`config.mk`:
```
export PLATFORM = sky130hd
export DESIGN_NAME = msgpack_value_encoder_top
export DESIGN_NICKNAME = d
export VERILOG_FILES = /design/src/rtl/mve_pkg.sv /design/src/rtl/mve_front.sv /design/src/rtl/mve_cmd_fifo.sv /design/src/rtl/mve_back.sv /design/src/rtl/msgpack_value_encoder_top.sv
export SDC_FILE = /design/constraint.sdc
export NUM_CORES = 1
export LEC_CHECK = 0
export BUFFER_PORTS_ARGS = -buffer_cell sky130_fd_sc_hd__buf_2
export CAP_MARGIN = 0
export CELL_PAD_IN_SITES_DETAIL_PLACEMENT = 1
export CELL_PAD_IN_SITES_GLOBAL_PLACEMENT = 1
export CORE_ASPECT_RATIO = 1.75
export CORE_UTILIZATION = 52
export DETAILED_ROUTE_END_ITERATION = 6
export HOLD_SLACK_MARGIN = 0.1
export PLACE_DENSITY_LB_ADDON = 0.25
export SYNTH_ARGS = -nofsm -noshare
export SYNTH_HDL_FRONTEND = slang
export SYNTH_SLANG_ARGS = --single-unit
```
`constraint.sdc`:
```
create_clock -name clock -period 7.2 [get_ports clock]
set_input_delay 0 -clock clock [delete_from_list [all_inputs] [get_ports clock]]
set_output_delay 0 -clock clock [all_outputs]
set_load 0.1 [all_outputs]
```
`src/rtl/mve_pkg.sv`:
```
// Types and constants for the MessagePack value encoder.
package mve_pkg;

   localparam logic [3:0] OP_MAP      = 4'd0;
   localparam logic [3:0] OP_ARRAY    = 4'd1;
   localparam logic [3:0] OP_STR_HDR  = 4'd2;
   localparam logic [3:0] OP_STR_BYTE = 4'd3;
   localparam logic [3:0] OP_UINT8    = 4'd4;
   localparam logic [3:0] OP_UINT32   = 4'd5;
   localparam logic [3:0] OP_UINT64   = 4'd6;
   localparam logic [3:0] OP_FLOAT32  = 4'd7;
   localparam logic [3:0] OP_FINISH   = 4'd8;

   localparam logic [7:0] MP_FIXMAP   = 8'h80;
   localparam logic [7:0] MP_FIXARRAY = 8'h90;
   localparam logic [7:0] MP_ARRAY16  = 8'hDC;
   localparam logic [7:0] MP_FIXSTR   = 8'hA0;
   localparam logic [7:0] MP_UINT8    = 8'hCC;
   localparam logic [7:0] MP_UINT32   = 8'hCE;
   localparam logic [7:0] MP_UINT64   = 8'hCF;
   localparam logic [7:0] MP_FLOAT32  = 8'hCA;
   localparam logic [7:0] MP_FIXINT_MAX = 8'h7F;
   localparam logic [15:0] MP_FIXARRAY_MAX = 16'd15;

   localparam logic [15:0] CAPACITY_RESET = 16'd4096;

   // Command kinds passed from front to back.
   localparam logic [1:0] KIND_BYTES  = 2'd0;
   localparam logic [1:0] KIND_STATUS = 2'd1;
   localparam logic [1:0] KIND_FAIL   = 2'd2;

   typedef struct packed {
      logic [1:0]       kind;
      logic [3:0]       count;   // bytes to emit, 1..9 for KIND_BYTES
      logic [8:0][7:0]  bytes;   // byte 0 goes out first
   } mve_cmd_type;

   typedef struct packed {
      logic [7:0]  data_byte;
      logic        is_status;
      logic        last;
      logic        frame_ok;
      logic [15:0] frame_size;
   } mve_rsp_type;

endpackage

```
`src/rtl/mve_front.sv`:
```
// Front end: decodes one input item into a byte command.
module mve_front
   import mve_pkg::*;
(
   input  logic [3:0]  op,
   input  logic [63:0] value,
   output logic        cmd_valid,
   output mve_cmd_type cmd
);

   always_comb begin
      cmd_valid = 1'b1;
      cmd.kind  = KIND_BYTES;
      cmd.count = 4'd1;
      cmd.bytes = '0;
      case (op)
         OP_MAP: begin
            cmd.bytes[0] = MP_FIXMAP | {4'd0, value[3:0]};
         end
         OP_ARRAY: begin
            if (value[15:0] <= MP_FIXARRAY_MAX) begin
               cmd.bytes[0] = MP_FIXARRAY | {4'd0, value[3:0]};
            end else begin
               cmd.count    = 4'd3;
               cmd.bytes[0] = MP_ARRAY16;
               cmd.bytes[1] = value[15:8];
               cmd.bytes[2] = value[7:0];
            end
         end
         OP_STR_HDR: begin
            if (value[63:5] != '0) begin
               cmd.kind  = KIND_FAIL;
               cmd.count = 4'd0;
            end else begin
               cmd.bytes[0] = MP_FIXSTR | {3'd0, value[4:0]};
            end
         end
         OP_STR_BYTE: begin
            cmd.bytes[0] = value[7:0];
         end
         OP_UINT8: begin
            if (value[7:0] <= MP_FIXINT_MAX) begin
               cmd.bytes[0] = value[7:0];
            end else begin
               cmd.count    = 4'd2;
               cmd.bytes[0] = MP_UINT8;
               cmd.bytes[1] = value[7:0];
            end
         end
         OP_UINT32, OP_FLOAT32: begin
            cmd.count    = 4'd5;
            cmd.bytes[0] = (op == OP_UINT32) ? MP_UINT32 : MP_FLOAT32;
            cmd.bytes[1] = value[31:24];
            cmd.bytes[2] = value[23:16];
            cmd.bytes[3] = value[15:8];
            cmd.bytes[4] = value[7:0];
         end
         OP_UINT64: begin
            cmd.count    = 4'd9;
            cmd.bytes[0] = MP_UINT64;
            cmd.bytes[1] = value[63:56];
            cmd.bytes[2] = value[55:48];
            cmd.bytes[3] = value[47:40];
            cmd.bytes[4] = value[39:32];
            cmd.bytes[5] = value[31:24];
            cmd.bytes[6] = value[23:16];
            cmd.bytes[7] = value[15:8];
            cmd.bytes[8] = value[7:0];
         end
         OP_FINISH: begin
            cmd.kind  = KIND_STATUS;
            cmd.count = 4'd0;
         end
         default: begin
            // unknown op: dropped
            cmd_valid = 1'b0;
            cmd.count = 4'd0;
         end
      endcase
   end

endmodule

```
`src/rtl/mve_cmd_fifo.sv`:
```
// Command queue between the decode front and the byte emitter.
module mve_cmd_fifo
   import mve_pkg::*;
#(
   parameter int DEPTH = 2
)
(
   input  logic        clock,
   input  logic        reset,
   input  logic        wr_en,
   input  mve_cmd_type wr_data,
   input  logic        rd_en,
   output mve_cmd_type rd_data,
   output logic        full,
   output logic        empty
);

   localparam int PTR_W = (DEPTH > 1) ? $clog2(DEPTH) : 1;
   localparam int CNT_W = $clog2(DEPTH + 1);

   mve_cmd_type          slot_ff [DEPTH];
   logic [PTR_W-1:0]     wr_ptr_ff, wr_ptr_in;
   logic [PTR_W-1:0]     rd_ptr_ff, rd_ptr_in;
   logic [CNT_W-1:0]     cnt_ff, cnt_in;
   logic                 do_wr, do_rd;

   assign full    = (cnt_ff == CNT_W'(DEPTH));
   assign empty   = (cnt_ff == '0);
   assign do_wr   = wr_en && !full;
   assign do_rd   = rd_en && !empty;
   assign rd_data = slot_ff[rd_ptr_ff];

   always_comb begin
      wr_ptr_in = wr_ptr_ff;
      rd_ptr_in = rd_ptr_ff;
      cnt_in    = cnt_ff;
      if (do_wr) begin
         wr_ptr_in = (wr_ptr_ff == PTR_W'(DEPTH - 1)) ? '0 : wr_ptr_ff + 1'b1;
      end
      if (do_rd) begin
         rd_ptr_in = (rd_ptr_ff == PTR_W'(DEPTH - 1)) ? '0 : rd_ptr_ff + 1'b1;
      end
      if (do_wr && !do_rd) begin
         cnt_in = cnt_ff + 1'b1;
      end else if (do_rd && !do_wr) begin
         cnt_in = cnt_ff - 1'b1;
      end
   end

   always_ff @(posedge clock) begin
      if (reset) begin
         wr_ptr_ff <= '0;
         rd_ptr_ff <= '0;
         cnt_ff    <= '0;
      end else begin
         wr_ptr_ff <= wr_ptr_in;
         rd_ptr_ff <= rd_ptr_in;
         cnt_ff    <= cnt_in;
      end
   end

   always_ff @(posedge clock) begin
      if (do_wr) begin
         slot_ff[wr_ptr_ff] <= wr_data;
      end
   end

endmodule

```
`src/rtl/mve_back.sv`:
```
// Back end: frame accounting and result emission, one byte per cycle while the result channel does not stall.
module mve_back
   import mve_pkg::*;
(
   input  logic        clock,
   input  logic        reset,
   input  logic [15:0] capacity,
   input  logic        cmd_empty,
   input  mve_cmd_type cmd,
   output logic        cmd_pop,
   output logic        rsp_valid,
   input  logic        rsp_pop,
   output mve_rsp_type rsp
);

   logic [15:0] cnt_ff, cnt_in;
   logic        good_ff, good_in;
   logic [3:0]  idx_ff, idx_in;
   logic        valid_ff, valid_in;
   mve_rsp_type rsp_ff, rsp_in;
   logic        can_go, emit;
   logic [15:0] cnt_inc;
   logic        at_end, hit_cap, byte_ok;

   assign can_go  = !cmd_empty && (!valid_ff || rsp_pop);
   assign cnt_inc = cnt_ff + 16'd1;
   assign at_end  = ((idx_ff + 4'd1) == cmd.count);
   assign hit_cap = (cnt_inc >= capacity);
   assign byte_ok = good_ff && (cnt_ff < capacity);

   always_comb begin
      cnt_in  = cnt_ff;
      good_in = good_ff;
      idx_in  = idx_ff;
      rsp_in  = rsp_ff;
      emit    = 1'b0;
      cmd_pop = 1'b0;
      if (can_go) begin
         case (cmd.kind)
            KIND_STATUS: begin
               emit              = 1'b1;
               cmd_pop           = 1'b1;
               rsp_in.data_byte  = '0;
               rsp_in.is_status  = 1'b1;
               rsp_in.last       = 1'b1;
               rsp_in.frame_ok   = good_ff;
               rsp_in.frame_size = good_ff ? cnt_ff : '0;
               cnt_in            = '0;
               good_in           = 1'b1;
               idx_in            = '0;
            end
            KIND_FAIL: begin
               cmd_pop = 1'b1;
               good_in = 1'b0;
               idx_in  = '0;
            end
            KIND_BYTES: begin
               if (!byte_ok) begin
                  // frame already failed or full: drop rest of word
                  cmd_pop = 1'b1;
                  good_in = 1'b0;
                  idx_in  = '0;
               end else begin
                  emit              = 1'b1;
                  rsp_in.data_byte  = cmd.bytes[idx_ff];
                  rsp_in.is_status  = 1'b0;
                  rsp_in.last       = at_end || hit_cap;
                  rsp_in.frame_ok   = 1'b1;
                  rsp_in.frame_size = cnt_inc;
                  cnt_in            = cnt_inc;
                  if (at_end) begin
                     cmd_pop = 1'b1;
                     idx_in  = '0;
                  end else if (hit_cap) begin
                     // next byte of this word would overflow
                     cmd_pop = 1'b1;
                     good_in = 1'b0;
                     idx_in  = '0;
                  end else begin
                     idx_in = idx_ff + 4'd1;
                  end
               end
            end
            default: begin
               cmd_pop = 1'b1;
               idx_in  = '0;
            end
         endcase
      end
      valid_in = emit ? 1'b1 : (rsp_pop ? 1'b0 : valid_ff);
   end

   always_ff @(posedge clock) begin
      if (reset) begin
         cnt_ff   <= '0;
         good_ff  <= 1'b1;
         idx_ff   <= '0;
         valid_ff <= 1'b0;
      end else begin
         cnt_ff   <= cnt_in;
         good_ff  <= good_in;
         idx_ff   <= idx_in;
         valid_ff <= valid_in;
      end
   end

   always_ff @(posedge clock) begin
      rsp_ff <= rsp_in;
   end

   assign rsp_valid = valid_ff;
   assign rsp       = rsp_ff;

endmodule

```
`src/rtl/msgpack_value_encoder_top.sv`:
```
// MessagePack value encoder: top level with capacity register.
// With queue and emitter idle, the first result of a word passes through the
// command queue and then the emitter's output register before it shows on the ports.
// Output runs at one byte per cycle while the result channel does not stall; a
// word gives up to 9 bytes for a uint64. The emitter's single byte lane sets this rate.
// Input is taken whenever the command queue has room. Sync active-high reset:
// queue empty, frame count 0, frame good, capacity 4096.
module msgpack_value_encoder_top
   import mve_pkg::*;
#(
   parameter int QUEUE_DEPTH = 2
)
(
   input  logic        clock,
   input  logic        reset,
   // input word channel
   input  logic        push,
   output logic        full,
   input  logic [3:0]  req_op,
   input  logic [63:0] req_value,
   // result channel
   output logic        empty,
   input  logic        pop,
   output logic [7:0]  rsp_data_byte,
   output logic        rsp_is_status,
   output logic        rsp_last,
   output logic        rsp_frame_ok,
   output logic [15:0] rsp_frame_size,
   // capacity register
   input  logic        csr_wr_en,
   input  logic [15:0] csr_wr_data
);

   logic [15:0] capacity_ff, capacity_in;
   logic        cmd_valid;
   mve_cmd_type cmd_new;
   mve_cmd_type cmd_head;
   logic        cmd_empty, cmd_full, cmd_pop;
   logic        rsp_valid;
   mve_rsp_type rsp;

   // Capacity is to be rewritten only while the block is idle; the block does not enforce this.
   assign capacity_in = csr_wr_en ? csr_wr_data : capacity_ff;

   always_ff @(posedge clock) begin
      if (reset) begin
         capacity_ff <= CAPACITY_RESET;
      end else begin
         capacity_ff <= capacity_in;
      end
   end

   // Decode: unknown ops are taken but produce no command.
   mve_front u_front (
      .op        (req_op),
      .value     (req_value),
      .cmd_valid (cmd_valid),
      .cmd       (cmd_new)
   );

   mve_cmd_fifo #(
      .DEPTH (QUEUE_DEPTH)
   ) u_fifo (
      .clock   (clock),
      .reset   (reset),
      .wr_en   (push && cmd_valid),
      .wr_data (cmd_new),
      .rd_en   (cmd_pop),
      .rd_data (cmd_head),
      .full    (cmd_full),
      .empty   (cmd_empty)
   );

   assign full = cmd_full;

   // Emitter: frame count, fail flag, output register.
   mve_back u_back (
      .clock     (clock),
      .reset     (reset),
      .capacity  (capacity_ff),
      .cmd_empty (cmd_empty),
      .cmd       (cmd_head),
      .cmd_pop   (cmd_pop),
      .rsp_valid (rsp_valid),
      .rsp_pop   (pop),
      .rsp       (rsp)
   );

   assign empty          = !rsp_valid;
   assign rsp_data_byte  = rsp.data_byte;
   assign rsp_is_status  = rsp.is_status;
   assign rsp_last       = rsp.last;
   assign rsp_frame_ok   = rsp.frame_ok;
   assign rsp_frame_size = rsp.frame_size;

endmodule

```
==> metrics.txt, run 1 <==
Netlist Area Pre-Place 11120 um2; root buffer cell clkbuf_16; clock sink count ~230; FF-to-FF End u_fifo.cnt_ff[1]$_SDFFE_PP0P_; FF-to-FF Start u_back.cnt_ff[2]$_SDFFE_PP0P_; clk buf depth 3; Setup TNS 0 ps; relative slew slack 0.2447; Synth area leaders edfxtp_1 (49%), dfxtp_1 (7.7%), mux4_2 (6.5%); HPWL Detailed about 24000 um; Synth area leader edfxtp_1; Worst Hold Class input port to flip-flop; Placement Setup Slack just over 3000 ps; die height 195.5 um; YS warnings 0; Cell variety after synth between 70 and 80; Row Count 70; Reg2Reg Depth 13; WP data required around 7700 ps; endpoint type of the worst setup path flip-flop; GPL Wtd Cong ~0.95; fraction of layout cells with a size suffix above 1 0.1964; Max VDD drop about 220 uV; postcts setup bufs 0; critical path arrival 4700 ps; EDFF count, synth approximately 180; Post-Route Utilization 0.6687; via count around 9000; worst slew pin tran roughly 1100 ps; Core ar. ~21000 um2; Period Utilization, post-route 0.5903; Placed Area ~12000 um2; setup slack, reg-to-reg between 2000 and 3000 ps; Finished Cell Area approximately 14000 um2; drt drc 6; first-pass GRT wire length ~61000 um; fmax about 240 MHz; GRT Total Usage 0.3864; io pins 118; Max Slew Vio Count 0; final worst setup slack between 2000 and 3000 ps; clock latency at the later pin of the worst-skew pair roughly 520 ps; antenna-violating nets left 0; P_leak 0.005268 uW; Worst-path clk slew 70 ps; crit path capture u_fifo.cnt_ff[1]$_SDFFE_PP0P_; Num CTS Buffers 21; Crit Path Max Fanout 10; sequential share of the synthesized area 0.5714; # fillers ~2000; Pwr Total between 4000 and 5000 uW; vias per cell roughly 6.6; vias in the first global route 9881; Synth Instances between 800 and 900; Async S/R FF share, synth 0; Die Area 22000 um2; max-cap violation count 0; ys flop type edfxtp_1; CTS tree done; grt total ovfl 0; Die W 112.6 um; initial drt markers 773; Clock Skews ~24 ps; power density over the cells ~290 nW/um2; CP Class flip-flop to flip-flop; Nets 1227; Startpoint Class flip-flop; Tmin final about 4300 ps; Syn Nets just under 1000; count of input and output buffers approximately 120; H-tree depth 1; WL per Instance between 30 and 40 um; First-pass DRT Iterations 7; Initial Utilization 0.5314; setup violators final 0; unrepaired setup endpoints after global routing no; status finished with violations; failing checks DRC; endpoints failing hold 0; share of the synthesized area in the top cell type 0.4940; largest net degree at the start of global routing roughly 80; CP startpoint u_back.cnt_ff[2]$_SDFFE_PP0P_; Yosys reg bits 226; Avg Cell Area, Syn about 13 um2; initial antenna violation count 1; Layout Area Growth over Synthesis 25.84%; Total Routed Length slightly above 40000 um; hold path depth 3; hold_sp req_op[0]
-- power breakdown --
| group | switching, uW | internal [uW] |
|---|---|---|
| Combinational | 835 | 358 |
| Clock | 506 | 679 |
| Sequential | 101 | 1580 |
-- cells in the mapped netlist (8+ instances only) --
master	count
a21oi_1	40
a222oi_1	15
a22o_1	17
and2_1	35
buf_2	11
clkbuf_1	30
dfxtp_1	43
edfxtp_1	183
ha_1	35
inv_1	38
mux2_2	8
mux2i_1	37
mux4_2	32
nand2_1	59
nand2b_1	9
nand3_1	16
nand4_1	11
nor2_1	52
nor3_1	14
nor4_1	16
o21ai_0	24
o22a_1	8
o31ai_1	13
xnor2_1	15
-- metrics by stage --
stage | hold WS (ps) | instances
6_report | 231.8 | 1369
2_1_floorplan | 130.4 | 862
4_1_cts | 124.6 | 1367
5_1_grt | 213.9 | 1368
3_3_place_gp | 227.7 | 1188
3_5_place_dp | 238.4 | 1188
-- kinds of logic after synthesis --
kind of cell | count (synthesis) | synth area share
fa+ha+maj | 35 | 0.03937
mux | 79 | 0.1089
flops | 226 | 0.5714
buf+inv | 89 | 0.03465
compound gates | 167 | 0.1100
xor+xnor | 22 | 0.01856
simple gates | 244 | 0.1171
-- sequential cells by signal, summed over array words and instances, names as in the netlist, named ones only --
signal            cells
u_back.rsp           27
u_back.cnt_ff        16
u_fifo.slot_ff      156
capacity_ff          16
u_back.good_ff        1
u_fifo.wr_ptr_ff      1
u_back.idx_ff         4
u_fifo.rd_ptr_ff      1
u_back.rsp_valid      1
u_fifo.cnt_ff         2
-- worst min-delay path by stage --
stage	to
CTS	u_fifo.slot_ff[1][72]$_DFFE_PP_
floorplan	capacity_ff[12]$_SDFFE_PP1P_
detailed placement	capacity_ff[12]$_SDFFE_PP1P_
global route	u_fifo.slot_ff[0][76]$_DFFE_PP_
global placement	capacity_ff[12]$_SDFFE_PP1P_
finish	u_fifo.slot_ff[0][76]$_DFFE_PP_
-- layer usage --
layer  up-vias  track usage  routed length [um]
li1       3793            -                   -
met1      4406       0.3700               12470
met2       559       0.6968               21720
met3       225      0.07387                2702
met4         0       0.3348                4318
met5         -            0                   0
-- repair_timing --
| item | in CTS | in global routing |
|---|---|---|
| hold buffers | 144 | 0 |
| endpoints found under the hold margin | 169 | 0 |
| setup endpoints to repair | 0 | 0 |
| gates resized for setup | 0 | 0 |
-- worst max-delay path, cell delays in order, from the launching register on --
cell     delay (ps)
dfxtp_1         530
nand3_1         290
nor4_2          590
nand4_1         280
xnor2_1         190
ha_1            310
a21oi_1         160
o21ai_0         120
a31oi_1         320
nand4_4         240
o21ai_0         330
ha_1            320
or3_1           350
a21oi_1         140
-- final cells by class --
class                   instances  area [um2]  share of cell area
flip-flops and latches        226        6359              0.4543
multi-input cells             547        4404              0.3147
repair buffers                268        2079              0.1486
clock buffers                  26       544.3             0.03888
well taps                     252       315.3             0.02253
inverters                      39       146.4             0.01046
clock inverters                 9       143.9             0.01028
diodes                          2       5.005           0.0003576
-- cells in the final DEF, fill, tap and decap left out, drive strengths merged, types with 17 or more instances in the layout --
cell type	Yosys	layout
edfxtp	183	183
dlygate4sd3	0	144
buf	20	124
nand2	59	59
nor2	54	54
dfxtp	43	43
a21oi	42	42
inv	39	39
mux2i	37	37
and2	35	35
ha	35	35
mux4	32	32
o21ai	31	31
clkbuf	30	26
a22o	17	17
nand3	17	17
nor4	17	17
(Power assumes the default switching activity.)
==> run 2: changes to the inputs <==
--- a/config.mk
+++ b/config.mk
@@ -10,7 +10,7 @@
 export CELL_PAD_IN_SITES_DETAIL_PLACEMENT = 1
 export CELL_PAD_IN_SITES_GLOBAL_PLACEMENT = 1
 export CORE_ASPECT_RATIO = 1.75
-export CORE_UTILIZATION = 52
+export CORE_UTILIZATION = 44
 export DETAILED_ROUTE_END_ITERATION = 6
 export HOLD_SLACK_MARGIN = 0.1
 export PLACE_DENSITY_LB_ADDON = 0.25
==> constraint.sdc (replaced) <==
create_clock -name clock -period 3.5 [get_ports clock]
set_input_delay 0 -clock clock [delete_from_list [all_inputs] [get_ports clock]]
set_output_delay 0 -clock clock [all_outputs]
set_load 0.1 [all_outputs]
==> metrics.txt, run 2 (same netlist as run 1, synthesis figures left out) <==
status finished clean; Clock Skews 9.784 ps (-13.73 ps); cell breakdown of the critical path ha_2 -> nand4_1 -> nor3_2 -> nand3_1 -> xnor2_1 -> ha_1 -> nand2_2 -> nor4_4 -> a31oi_4 -> nand4_4 -> o21ai_0 -> ha_2 -> xor2_1 -> or3_1 -> a21oi_2; WL per Instance 24.86 um (-17%); # fillers 2509 (+26%); Multi-input gate area 4466 um2 (+1.4%); initial antenna violation count 1 (unchanged); CP Class flip-flop to flip-flop; root buffer cell clkbuf_16; fmax 296.0 MHz (+26%); Placed Area 12260 um2 (+3.3%); via count 8711 (-3.0%); max reg flops 156 (unchanged); clk buf depth 3 (unchanged); clock latency at the later pin of the worst-skew pair 520 ps (about the same); io pins 118 (unchanged); count of input and output buffers 117 (unchanged); Max Slew Vio Count 0 (unchanged); Row Count 76 (+8.6%); Worst-path clk slew 70 ps (about the same); endpoints failing hold 0 (unchanged); Num CTS Buffers 22 (+4.8%); Layout Area Growth over Synthesis 30.70%; GPL Wtd Cong 0.9427 (-0.57%); WP data required 3940 ps (-3710 ps); Crit Path Max Fanout 4 (-6); vias per cell 5.922 (-9.8%); Post-Route Utilization 0.5880 (-0.08067); P_leak 0.005530 uW (+5.0%); Nets 1267 (+3.3%); H-tree depth 1 (unchanged); Core ar. 24720 um2 (+18%); CTS tree done; first-pass GRT wire length 55210 um (-10%); endpoint type of the worst setup path flip-flop; relative slew slack 0.2919 (+0.04714); GRT Total Usage 0.2925 (-0.09389); Period Utilization, post-route 0.9654 (+0.3751); die height 212.3 um (+8.6%); fraction of layout cells with a size suffix above 1 0.2383 (+0.04193); critical path arrival 3820 ps (-880 ps); most frequent cells in the layout edfxtp_1 (183), dlygate4sd3_1 (143), buf_2 (117), nand2_1 (57), nor2_1 (49); grt total ovfl 0 (unchanged); First-pass DRT Iterations 5 (-2); setup slack, reg-to-reg 120 ps (-2830 ps); setup violators final 0 (unchanged); HPWL Detailed 24700 um (+3.6%); Die W 122.2 um (+8.6%); Max VDD drop 531.2 uV (+140%); register area 6367 um2 (+0.14%); CP max stage delay 370 ps (-220 ps); worst slew pin tran 1062 ps (-70.71 ps); Worst Hold Class input port to flip-flop; commonest non-fill, non-tap cell in the layout edfxtp_1; Tmin final 3379 ps (-871.3 ps); largest reg by FF count u_fifo.slot_ff; vias in the first global route 9611 (-2.7%); Startpoint Class flip-flop; antenna-violating nets left 0 (unchanged); Finished Cell Area 14540 um2 (+3.9%); Die Area 25950 um2 (+18%); Initial Utilization 0.4499 (-0.08148); slowest CP cell dfxtp_4; max-cap violation count 0 (unchanged); Total Routed Length 36560 um (-11%); clock sink count 226 (unchanged); power density over the cells 576.7 nW/um2 (+99%); largest net degree at the start of global routing 79 (unchanged); initial drt markers 502 (-35%); drt drc 0 (-6); Most common cell on crit path ha_2
==> run 2: cell count changes in the layout (fill, tap and decap cells not counted), moves of 2 or more <==
cell / previous run / this run
buf_12: 0 / 4
buf_4: 7 / 43
clkbuf_16: 21 / 23
clkinv_2: 1 / 4
dfxtp_1: 41 / 38
dfxtp_4: 0 / 2
ha_1: 35 / 33
ha_2: 0 / 2
nand2_1: 59 / 57
nand2_2: 0 / 2
==> run 2: worst paths after layout <==
kind                                 startpoint                         endpoint  depth (start not counted)
setup / recovery  u_back.cnt_ff[0]$_SDFFE_PP0P_    u_fifo.cnt_ff[1]$_SDFFE_PP0P_                         15
hold reg to reg   u_back.rsp_valid$_SDFFE_PP0P_    u_back.rsp_valid$_SDFFE_PP0P_                          2
setup reg to reg  u_back.cnt_ff[0]$_SDFFE_PP0P_    u_fifo.cnt_ff[1]$_SDFFE_PP0P_                         15
hold / removal                        req_op[0]  u_fifo.slot_ff[1][76]$_DFFE_PP_                          3
==> run 2: power breakdown <==
group          leakage, uW  total, uW  internal [uW]  switching (uW)
sequential         0.00208       3370           3250             122
clock             0.000367       2490           1490             996
combinational      0.00308       2530            811            1720
total              0.00553       8380           5550            2840
==> run 2: cell type report <==
class / instances / area share
Clock buffer: 27 / 0.04062
Inverter: 39 / 0.01007
Clock inverter: 12 / 0.01067
Timing Repair Buffer: 307 / 0.1665
Antenna cell: 1 / 0.0001721
Multi-Input combinational cell: 547 / 0.3072
Tap cell: 312 / 0.02685
Sequential cell: 226 / 0.4380
==> run 2: timing repair <==
| item | in CTS | in global routing |
|---|---|---|
| endpoints found under the setup margin | 1 | 2 |
| hold endpoints to repair | 167 | 0 |
| pin swaps | 0 | 10 |
| gates resized for setup | 1 | 18 |
| buffers inserted | 0 | 4 |
| hold buffers | 143 | 0 |
==> run 2: per-layer routing <==
layer,vias to the layer above,GRT usage,share of wire
li1,3877,-,-
met1,4337,0.2628,0.31
met2,356,0.5753,0.57
met3,141,0.03675,0.042
met4,0,0.2145,0.082
met5,-,0,0
==> run 2: critical path, delay by kind of cell (launching register included) <==
family	cells	cell delay, ps
simple gates	7	1570
xor+xnor	2	320
compound gates	3	360
flops	1	370
fa+ha+maj	3	670
==> run 2: stage by stage <==
stage                     hold WS, ps  setup slack (ps)  power (uW)  cells  setup TNS [ps]
after floorplan                 130.4            -193.6        5160    862          -30190
after global placement          226.1             129.1        5758   1284               0
after detailed placement        228.0            -24.46        5804   1284          -24.46
after CTS                       121.3             16.34        8424   1466               0
after global routing            192.5            -45.95        8672   1471          -45.95
final                           181.0             121.1        8384   1471               0
==> run 3: changes to the inputs <==
--- a/config.mk
+++ b/config.mk
@@ -5,13 +5,14 @@
 export SDC_FILE = /design/constraint.sdc
 export NUM_CORES = 1
 export LEC_CHECK = 0
-export BUFFER_PORTS_ARGS = -buffer_cell sky130_fd_sc_hd__buf_2
+export ABC_AREA = 1
 export CAP_MARGIN = 0
 export CELL_PAD_IN_SITES_DETAIL_PLACEMENT = 1
 export CELL_PAD_IN_SITES_GLOBAL_PLACEMENT = 1
 export CORE_ASPECT_RATIO = 1.75
 export CORE_UTILIZATION = 44
 export DETAILED_ROUTE_END_ITERATION = 6
+export DONT_BUFFER_PORTS = 1
 export HOLD_SLACK_MARGIN = 0.1
 export PLACE_DENSITY_LB_ADDON = 0.25
 export SYNTH_ARGS = -nofsm -noshare
==> metrics.txt, run 3 <==
ys flop type edfxtp_1; Syn Nets 1348 (+37%); EDFF count, synth 183 (unchanged); largest reg by FF count u_fifo.slot_ff; setup slack, reg-to-reg 280 ps (+160 ps); Avg Cell Area, Syn 9.082 um2 (-30%); grt total ovfl 0 (unchanged); GRT Total Usage 0.3188 (+0.02627); Pwr Total 10040 uW (+20%); P_leak 0.005342 uW (-3.4%); Yosys reg bits 226 (unchanged); Layout Area Growth over Synthesis 21.09%; root buffer cell clkbuf_16; die height 212.3 um (about the same); sequential share of the synthesized area 0.5718 (about the same); Netlist Area Pre-Place 11120 um2 (about the same); unrepaired setup endpoints after global routing no; Die Area 25930 um2 (about the same); max reg flops 156 (unchanged); Worst Hold Class input port to flip-flop; via count 9801 (+13%); Hold Path Sink capacity_ff[4]$_SDFFE_PP0P_; Initial Utilization 0.4496 (about the same); initial drt markers 637 (+27%); hold path depth 2 (-1); simple-gate area share of the yosys netlist 0.1977 (+0.08065); count leader, synth nand2_1; worst slew pin tran 1186 ps (+124.3 ps); initial antenna violation count 2 (+1); HPWL Detailed 25660 um (+3.9%); Synth area leader edfxtp_1; dpl cells 1512 (+18%); Synth area leaders edfxtp_1 (49%), dfxtp_1 (7.7%), nand2_1 (7.7%); fraction of layout cells with a size suffix above 1 0.06282 (-0.1755); vias in the first global route 10640 (+11%); Total Routed Length 39880 um (+9.1%); max-cap violation count 0 (unchanged); CP Class input port to flip-flop; clock sink count 226 (unchanged); power density over the cells 746.2 nW/um2 (+29%); Row Count 76 (unchanged); Period Utilization, post-route 0.9815 (+0.01611); final worst setup slack 64.72 ps (-56.37 ps); FF-to-FF End u_fifo.cnt_ff[1]$_SDFFE_PP0P_; most frequent cells in the layout nand2_1 (229), nor2_1 (187), edfxtp_1 (183), o21ai_0 (132), inv_1 (120); FF-to-FF Start u_back.cnt_ff[1]$_SDFFE_PP0P_; count of input and output buffers 0 (-100%); Worst-path clk slew 70 ps (about the same); Num CTS Buffers 21 (-4.5%); CTS tree done; YS warnings 0 (unchanged); setup violators final 0 (unchanged); fmax 291.1 MHz (-1.6%); H-tree depth 1 (unchanged); WP data required 3880 ps (-60 ps); endpoints failing hold 0 (unchanged); Async S/R FF share, synth 0 (unchanged); Synth Area in Compound Gates 0.1214 (+0.01143); status finished clean; Nets 1464 (+16%); Cell variety after synth 40 (-47%); Adder-Cell Fraction of Synth Area 0.03939 (about the same); Max Slew Vio Count 0 (unchanged); First-pass DRT Iterations 5 (unchanged); io pins 118 (unchanged); WL per Instance 23.93 um (-3.7%); drt drc 0 (unchanged); Clock Skews 9.544 ps (-0.2403 ps); mux contribution to synthesized area 0 (-0.1089); hold_sp csr_wr_en; list of most frequent post-synthesis cells nand2_1 (229), nor2_1 (194), edfxtp_1 (183); relative slew slack 0.2017 (-0.09018); clk buf depth 3 (unchanged); endpoint type of the worst setup path flip-flop; Max VDD drop 507.7 uV (-4.4%); largest net degree at the start of global routing 79 (unchanged); share of the synthesized area in the top cell type 0.4943 (about the same); largest family of logic cells by synthesized area simple AND/OR/NAND/NOR gates; fin cells 1667 (+13%); XOR/XNOR share of the synthesized area 0.007091 (-0.01147); Crit Path Max Fanout 2 (-2); Placement Setup Slack 27.05 ps (+51.51 ps); Synth Instances 1224 (+42%); commonest non-fill, non-tap cell in the layout nand2_1; first-pass GRT wire length 60410 um (+9.4%); critical path arrival 3810 ps (about the same); clock latency at the later pin of the worst-skew pair 520 ps (about the same); Core ar. 24720 um2 (unchanged); Die W 122.2 um (about the same); Reg2Reg Depth 20 (+5); antenna-violating nets left 0 (unchanged); Tmin final 3435 ps (+56.37 ps); vias per cell 5.879 (-0.72%); GPL Wtd Cong 0.9032 (-4.2%); Worst Hold Margin 97.15 ps (-83.89 ps); Startpoint Class input port
[run 3: power breakdown]
part / internal (uW) / switching (uW)
Sequential: 3400 / 1000
Clock: 1330 / 1020
Combinational: 1030 / 2270
Total: 5750 / 4290
[run 3: cell families after synthesis]
group	Yosys count
XOR/XNOR	9
AO/OA/AOI/OAI	243
adder cells (fa/ha/maj)	35
buffers and inverters	179
flip-flops	226
AND/OR/NAND/NOR	532
[run 3: worst max-delay path, cell delays in order]
cell and delay [ps]:
dlygate4sd3_1 570, nor4_1 230, dlygate4sd3_1 630, nand4_1 120, dlygate4sd3_1 670, nor2_4 150
dlygate4sd3_1 640, nand4_1 110, nand4_1 100, dlygate4sd3_1 590
[run 3: layout make-up]
class,count,area (um2)
Timing Repair Buffer,143,1401
Multi-Input combinational cell,819,4143
Tap cell,312,390.4
Sequential cell,226,6364
Antenna cell,2,5.005
Clock inverter,11,131.4
Inverter,129,486.7
Fill cell,2829,11260
Clock buffer,25,540.5
[run 3: through the flow]
step                setup TNS, ps    util  cell area, um2
floorplan                  -42790       -           11120
global placement                0  0.4672           11550
detailed placement              0  0.4672           11550
CTS                             0  0.5413           13380
global route                    0  0.5444           13460
finish                          0  0.5445           13460
[run 3: routing by layer]
metal | up-vias | track usage | wire, um
li1 | 4416 | - | -
met1 | 4756 | 0.3092 | 12750
met2 | 447 | 0.5827 | 21140
met3 | 182 | 0.04453 | 2206
met4 | 0 | 0.2687 | 3779
met5 | - | 0 | 0
[run 3: what timing repair did]
item                                   in CTS  in global routing
setup endpoints to repair                   0                  6
endpoints found under the hold margin     176                  0
resized for setup                           0                 18
hold buffers                              116                  0
setup buffers                               0                  1
[run 3: how the worst max path moves through the flow]
stage               cells after the start                             end                     startpoint  slack [ps]
floorplan                               6  u_fifo.slot_ff[1][0]$_DFFE_PP_  u_fifo.cnt_ff[1]$_SDFFE_PP0P_        -280
global placement                       20   u_fifo.cnt_ff[1]$_SDFFE_PP0P_  u_back.cnt_ff[0]$_SDFFE_PP0P_         190
detailed placement                     21   u_fifo.cnt_ff[1]$_SDFFE_PP0P_  u_back.cnt_ff[0]$_SDFFE_PP0P_          30
CTS                                    21   u_fifo.cnt_ff[1]$_SDFFE_PP0P_  u_back.cnt_ff[0]$_SDFFE_PP0P_          20
global route                           20   u_fifo.cnt_ff[1]$_SDFFE_PP0P_  u_back.cnt_ff[1]$_SDFFE_PP0P_          10
finish                                 10  u_fifo.slot_ff[1][1]$_DFFE_PP_                  req_value[22]          60
